[src/tcr_pkg.sv]
// Shared types and constants for the tile clip region block.
// No dependencies.
package tcr_pkg;

  localparam int ZOOM_FRAC_BITS_DEF = 8;
  localparam int ZOOM_W = 16;
  localparam int TILE_W = 15;
  localparam int DIV_W = 33;   // dividend and quotient width, fits any fraction width 4..16
  localparam int POS_W = 34;   // signed mural position width
  localparam int OUT_W = 32;
  localparam int CFG_IDX_W = 2;

  typedef enum logic [CFG_IDX_W-1:0] {
    REG_TILE_X      = 2'd0,
    REG_TILE_Y      = 2'd1,
    REG_TILE_WIDTH  = 2'd2,
    REG_TILE_HEIGHT = 2'd3
  } cfg_reg_t;

  // Per-axis data that rides alongside the dividers.
  typedef struct packed {
    logic        outside;
    logic [14:0] i0;     // source start
    logic [15:0] i1;     // source end
    logic [16:0] d;      // signed tile destination
  } axis_side_t;

endpackage

[src/tcr_front.sv]
// Front stages: zoomed extent multiply, then edge tests and trim dividends.
// Depends on tcr_pkg.
module tcr_front #(
  parameter int ZOOM_FRAC_BITS = tcr_pkg::ZOOM_FRAC_BITS_DEF
) (
  input  logic                                 clk,
  input  logic                                 rst,
  input  logic                                 en,
  input  logic                                 in_vld,
  input  logic signed [15:0]                   dest_x,
  input  logic signed [15:0]                   dest_y,
  input  logic [14:0]                          src_x,
  input  logic [14:0]                          src_y,
  input  logic [14:0]                          src_width,
  input  logic [14:0]                          src_height,
  input  logic [15:0]                          zoom_factor,
  input  logic [14:0]                          tile_x,
  input  logic [14:0]                          tile_y,
  input  logic [14:0]                          tile_width,
  input  logic [14:0]                          tile_height,
  output logic                                 out_vld,
  output logic [tcr_pkg::ZOOM_W-1:0]           zoom,
  output logic [3:0][tcr_pkg::DIV_W-1:0]       dividend,
  output tcr_pkg::axis_side_t                  side_x,
  output tcr_pkg::axis_side_t                  side_y
);
  import tcr_pkg::*;

  // stage 1
  logic               v1;
  logic signed [15:0] dx1, dy1;
  logic [14:0]        sx1, sy1, sw1, sh1;
  logic [15:0]        zm1;
  logic [30:0]        ext_x1, ext_y1;
  logic [15:0]        zm_fix;
  logic [30:0]        prod_x, prod_y;

  assign zm_fix = (zoom_factor == '0) ? 16'd1 : zoom_factor;
  assign prod_x = 31'(src_width * zm_fix);
  assign prod_y = 31'(src_height * zm_fix);

  always_ff @(posedge clk) begin
    if (rst) begin
      v1 <= 1'b0;
    end else if (en) begin
      v1 <= in_vld;
    end
    if (en) begin
      dx1    <= dest_x;
      dy1    <= dest_y;
      sx1    <= src_x;
      sy1    <= src_y;
      sw1    <= src_width;
      sh1    <= src_height;
      zm1    <= zm_fix;
      ext_x1 <= prod_x >> ZOOM_FRAC_BITS;
      ext_y1 <= prod_y >> ZOOM_FRAC_BITS;
    end
  end

  // stage 2: axis tests
  function automatic void axis_eval(
    input  logic signed [15:0] dst,
    input  logic [14:0]        src,
    input  logic [14:0]        size,
    input  logic [30:0]        ext,
    input  logic [14:0]        vo,
    input  logic [14:0]        vs,
    output axis_side_t         sd,
    output logic [DIV_W-1:0]   dv_far,
    output logic [DIV_W-1:0]   dv_near
  );
    logic signed [POS_W-1:0] p0, p1, vo_s, vend, dfar, dnear;
    logic                    far_c, near_c;
    p0     = POS_W'(dst);
    p1     = p0 + $signed({3'b0, ext});
    vo_s   = $signed({19'b0, vo});
    vend   = vo_s + $signed({19'b0, vs});
    dfar   = p1 - vend;
    dnear  = vo_s - p0;
    far_c  = p1 > vend;
    near_c = p0 < vo_s;
    sd.outside = (p1 < vo_s) || (p0 > vend);
    sd.i0 = src;
    sd.i1 = {1'b0, src} + {1'b0, size};
    dv_far  = '0;
    dv_near = '0;
    if (sd.outside) begin
      sd.d = 17'(dst);
    end else begin
      if (far_c) dv_far = DIV_W'(dfar << ZOOM_FRAC_BITS);
      if (near_c) begin
        dv_near = DIV_W'(dnear << ZOOM_FRAC_BITS);
        sd.d = '0;
      end else begin
        sd.d = 17'(p0 - vo_s);
      end
    end
  endfunction

  axis_side_t       sx_c, sy_c;
  logic [DIV_W-1:0] fx, nx, fy, ny;

  always_comb begin
    axis_eval(dx1, sx1, sw1, ext_x1, tile_x, tile_width, sx_c, fx, nx);
    axis_eval(dy1, sy1, sh1, ext_y1, tile_y, tile_height, sy_c, fy, ny);
  end

  always_ff @(posedge clk) begin
    if (rst) begin
      out_vld <= 1'b0;
    end else if (en) begin
      out_vld <= v1;
    end
    if (en) begin
      zoom     <= zm1;
      dividend <= {ny, fy, nx, fx};
      side_x   <= sx_c;
      side_y   <= sy_c;
    end
  end

endmodule

[config.mk]
export PLATFORM = sky130hd
export DESIGN_NAME = tcr_front
export DESIGN_NICKNAME = d
export VERILOG_FILES = /design/src/tcr_pkg.sv /design/src/tcr_front.sv
export SDC_FILE = /design/constraint.sdc
export NUM_CORES = 2
export LEC_CHECK = 0
export ABC_AREA = 1
export BUFFER_PORTS_ARGS = -buffer_cell sky130_fd_sc_hd__buf_2
export CORE_MARGIN = 5
export CORE_UTILIZATION = 50
export DETAILED_ROUTE_END_ITERATION = 6
export HOLD_SLACK_MARGIN = 0.15
export PLACE_DENSITY = 0.69
export SYNTH_ARGS = -nofsm -noshare
export SYNTH_HDL_FRONTEND = slang
export SYNTH_SLANG_ARGS = --single-unit
[constraint.sdc]
create_clock -name clk -period 9.15 [get_ports clk]
set_clock_uncertainty 0.1 [all_clocks]
set_input_delay 0.4575 -clock clk [delete_from_list [all_inputs] [get_ports clk]]
set_output_delay 0.4575 -clock clk [all_outputs]
set_load 0.03 [all_outputs]
# [Yosys cells after proc, flatten, opt, wreduce, memory -nomap -nowiden]
# Index checks and enable logic that the tools add are counted.
[totals] regBits=402 input_bits=172
[classes] add_sub_neg=12 n_mux=5 order_cmp=8 n_bitwise=4 mul=2 reduce_logical=7
[ops] op="$mux W17" count=4
[ops] op="$sub A16 B16 Y17" count=4
[ops] op="$add A15 B15 Y16" count=4
[ops] op="$mul A15 B16 Y31" count=2
[ops] op="$add A16 B24 Y25" count=2
[ops] op="$gt A25 B17 Y1" count=2
[ops] op="$lt A25 B16 Y1" count=2
[ops] op="$sub A25 B17 Y25" count=2
[ops] op="$gt A16 B17 Y1" count=2
[ops] op="$lt A16 B16 Y1" count=2
[ops] op="$logic_not A16 Y1" count=1
[ops] op="$mux W16" count=1
[ops] op="$reduce_or A2 Y1" count=4
[ops] op="$not A1 Y1" count=4
[ops] op="$logic_or A1 B1 Y1" count=2

# [Depth between registers and ports, before layout]
[logic_depth] ltp_word=4 mapped_depth=30 ltp_nobuf=28

# [Worst setup path after synthesis]
# No wires, ideal clock.
[synth_timing] path_type="input to register" startpoint="input zoom_factor[2]" endpoint="register ext_y1[20], data pin" n_path_buf=2 slack_ns=3.254 t_arrival_ns=5.544 required_ns=8.798 stages=27 setup_ns=0.252 cell_sequence="nor4_1 nand3_1 nand2_1 buf_2 clkinv_1 clkbuf_1 nor2_1 ha_1 inv_1 fa_1 inv_1 fa_1 fa_1 fa_1 inv_1 fa_1 inv_1 ha_1 nand2_1 nor2_1 inv_1 nor2_1 nand3_1 o21ai_0 nand2_1 nand3_1 nand2_1"
[synth_between] elab_chain_cells=3
[synth_rtl] item="start, declared" line="tcr_front.sv:16" text="input logic [15:0] zoom_factor,"
[synth_rtl] item="$logic_not A16 Y1" line="tcr_front.sv:38" text="assign zm_fix = (zoom_factor == '0) ? 16'd1 : zoom_factor;"
[synth_rtl] item="$mux W16" line="tcr_front.sv:38"
[synth_rtl] item="net zm_fix[0]" line="tcr_front.sv:35" text="logic [15:0] zm_fix;"
[synth_rtl] item="$mul A15 B16 Y31" line="tcr_front.sv:40" text="assign prod_y = 31'(src_height * zm_fix);"
[synth_rtl] item="net prod_y[28]" line="tcr_front.sv:36" text="logic [30:0] prod_x, prod_y;"
[synth_rtl] item="end signal, assigned" line="tcr_front.sv:57" text="ext_y1 <= prod_y >> ZOOM_FRAC_BITS;"
[synth_rtl] item="end, declared" line="tcr_front.sv:34" text="logic [30:0] ext_x1, ext_y1;"
# The timed path passes the listed nets, and every way through them passes these cells.
# A chain may end at the register's enable or synchronous reset.

# [Worst setup path after layout]
[layout_timing] startpoint="input zoom_factor[5]" endpoint="register ext_y1[20], data pin"
[layout_between] elab_chain_cells=3
[layout_rtl] item="$logic_not A16 Y1" line="tcr_front.sv:38"
[layout_rtl] item="$mux W16 (*)" line="tcr_front.sv:38"
[layout_rtl] item="$mul A15 B16 Y31 (*)" line="tcr_front.sv:40"
[layout_rtl] item="net prod_y[28]" line="tcr_front.sv:36"
# Mark *: on every way through the listed nets, which the timed path passes. The rest lies on a longest branch.

==> impl_metrics.toml <==
[sta]
hold_viol = 0
setup_slack_ns = 2.78
finalSetupTns_ns = 0
setup_viol = 0
whs_ns = 0.204
slew_headroom_pct = 31.0
rsz0062_at_grt = "no"
period_minus_slack_ns = 6.37
clock.fmax_mhz = 157
slew_violations = 0
worst_pin_slew_ns = 1.04
fin_crit_sh_pct = 69.6

[synth]
synth_warnings = 0
yosysTopAreaCellShare_pct = 25.5
synth_seq_cells = 354
synth_cell_types = 65
syn_inst = 5154
synth_area_leaders = "edfxtp_1 25%, fa_1 18%, ha_1 13%"
synth_edf_count = 352
avgSynthCellArea_um2 = 8.05
yosys.area.top_type = "edfxtp_1"
ys_seq_area_share_pct = 25.6
synthArstFlopShare_pct = 0
synth_area_um2 = 41500
ys.flop_type = "edfxtp_1"

[pwr]
power_leakage_nw = 25.1
pwr-share-comb_pct = 75.3
seqPwrFrac_pct = 15.2
power.share.clock_pct = 9.5
p_sw_mw = 9.36
peakVddDrop_mv = 0.422
switching_share_pct = 53.9
internal_power_mw = 8.01
power.total_mw = 17.4
powerDensity_nw_per_um2 = 378

[clocking]
cts_resized = 0
cts_tree = "built"
post_cts_buffers = 0
clk_latency_ns = 0.59
root_buffer = "clkbuf_16"
clk_pin_slew_worst_paths_ns = 0.06
cts_max_level = 2
cts_inserted_buffers = 43
cts_sinks = 354
clk_path_buf_depth = 3

[critical_path]
arrival_ns = 6.60
critPathKind = "input port to flip-flop"
critPathSlowestCell = "fa_1"
critPathMaxFanout = 32
cp_num_buf_inv = 9
critPathLaunchType = "input port"
slowest_delay_ns = 0.51
worstSetupEndpointType = "flip-flop"
cp.required_ns = 9.39
cp_top_family = "adder cells"

[floorplanning]
die_y_um = 298
die_w_um = 298
row_count = 105
io_pins = 419
design.core.area_um2 = 82200
dieArea_um2 = 88900
start_util_pct = 50.5

[final_layout]
post-route-util_pct = 55.9
final_cell_mix = "1,246 x nand2_1, 1,181 x inv_1, 446 x ha_1"
fin_nets = 6480
drive_gt1_share_pct = 9.94
design_area_um2 = 46000
layout.cells.most_common = "nand2_1"
final_cells = 6599
area_growth_pct = 10.8

[placed_design]
dp_cells = 6453
post-place-ws_ns = 2.25
dp_hpwl_mm = 92.6
place_congestion = 0.961
portBuffers = 386
place_area_um2 = 44000

[grt]
grt_pass1_vias = 34800
grt_max_degree = 166
overflow = 0
gr-usage-all-layers_pct = 25.8
antenna_found_initial = 4
grt_pass1_wl_mm = 185

[run_status]
status = "finished, final reports clean"

[drt]
wl_per_cell_um = 17.5
vias_per_cell = 5.18
routed_wl_mm = 116
vias = 34200
drtAntennaViolNets = 0
dr.first_iter.drc_count = 2140
first_pass_iters = 6
drc = 0

[job]
maxCapViolations = 0

[min_path]
hold_path_class = "input port to flip-flop"
## state kept, by name (all words and copies together), names as in the netlist, 23 cells and up
name,count
side_y,49
dividend,84
side_x,49
ext_x1,23
ext_y1,23
## Yosys cell counts (3+ instances only)
master / n
nand2_1: 1246
inv_1: 1181
ha_1: 446
fa_1: 370
edfxtp_1: 352
nor2_1: 307
a21oi_1: 278
nand3_1: 143
xor2_1: 137
clkbuf_1: 130
o21ai_0: 112
xnor2_1: 58
buf_4: 51
nand4_1: 43
nor2_2: 42
nor3_1: 35
o21a_1: 18
a31oi_1: 16
nand2_2: 16
o21ai_1: 14
o21bai_1: 13
a21o_1: 12
o211ai_1: 12
a21boi_0: 10
a211oi_1: 9
nand3b_1: 9
buf_2: 8
nor4_1: 8
and2_1: 6
o2111ai_1: 6
nor2_4: 5
buf_6: 4
nand3_2: 4
o31ai_1: 4
or2_2: 4
buf_12: 3
or2_1: 3
## routing by layer
layer | wire length [um] | global-route usage (%) | vias to the layer above
li1 | - | - | 16500
met1 | 46100 | 31.6 | 16200
met2 | 57300 | 46.3 | 1143
met3 | 6910 | 3.15 | 287
met4 | 5140 | 10.5 | 0
met5 | 0 | 0 | -
## power by group through the flow
stage	combinational, mW	sequential (mW)	clock, mW
floorplan	9.36	2.88	0
global placement	12.8	2.68	0
detailed placement	12.9	2.68	0
CTS	13.0	2.65	1.69
global route	14.8	2.67	1.75
finish	13.1	2.65	1.65
## final timing paths
path	start	end	slack (ns)	cells after the start
max	zoom_factor[5]	ext_y1[20]	2.78	28
min	en	dividend[117]	0.20	1
max reg2reg	dx1[0]	side_x[9]	4.68	17
min reg2reg	zm1[6]	zoom[6]	0.31	0
## worst register-to-register path, cell delays in order, from the launching register on
cell      delay (ns)
edfxtp_1        0.55
ha_1            0.33
fa_1            0.46
nand2_1         0.09
nand2_1         0.10
nand3_1         0.09
nand2_1         0.13
xor2_1          0.39
ha_1            0.33
a21oi_1         0.12
o21a_1          0.12
nand3_1         0.14
nand3_1         0.13
inv_1           0.04
nor3_1          0.24
nand3_2         0.16
nand3_2         0.46
o21ai_0         0.23
## repair_timing
action | CTS | global route
setup endpoints to repair | 0 | 0
endpoints found under the hold margin | 64 | 0
hold buffers | 64 | 0
## final cells by class
class	instances	area, um2
antenna	4	10.0
clock buffer	51	1130
clock inverter	27	226
fill	7583	36300
inverter	1185	4460
multi-input combinational	3447	25500
sequential	354	10600
tap	1070	1340
timing repair buffer	461	2680
## kinds of logic after synthesis
family	share of synthesized area [%]
DFF	25.6
buffers and inverters	13.2
adders and majority gates	31.3
xor gates and xnor gates	4.11
AOI/OAI and AO/OA	6.97
and+or+nand+nor	18.9
other	0.00903
(Power assumes the default switching activity.)
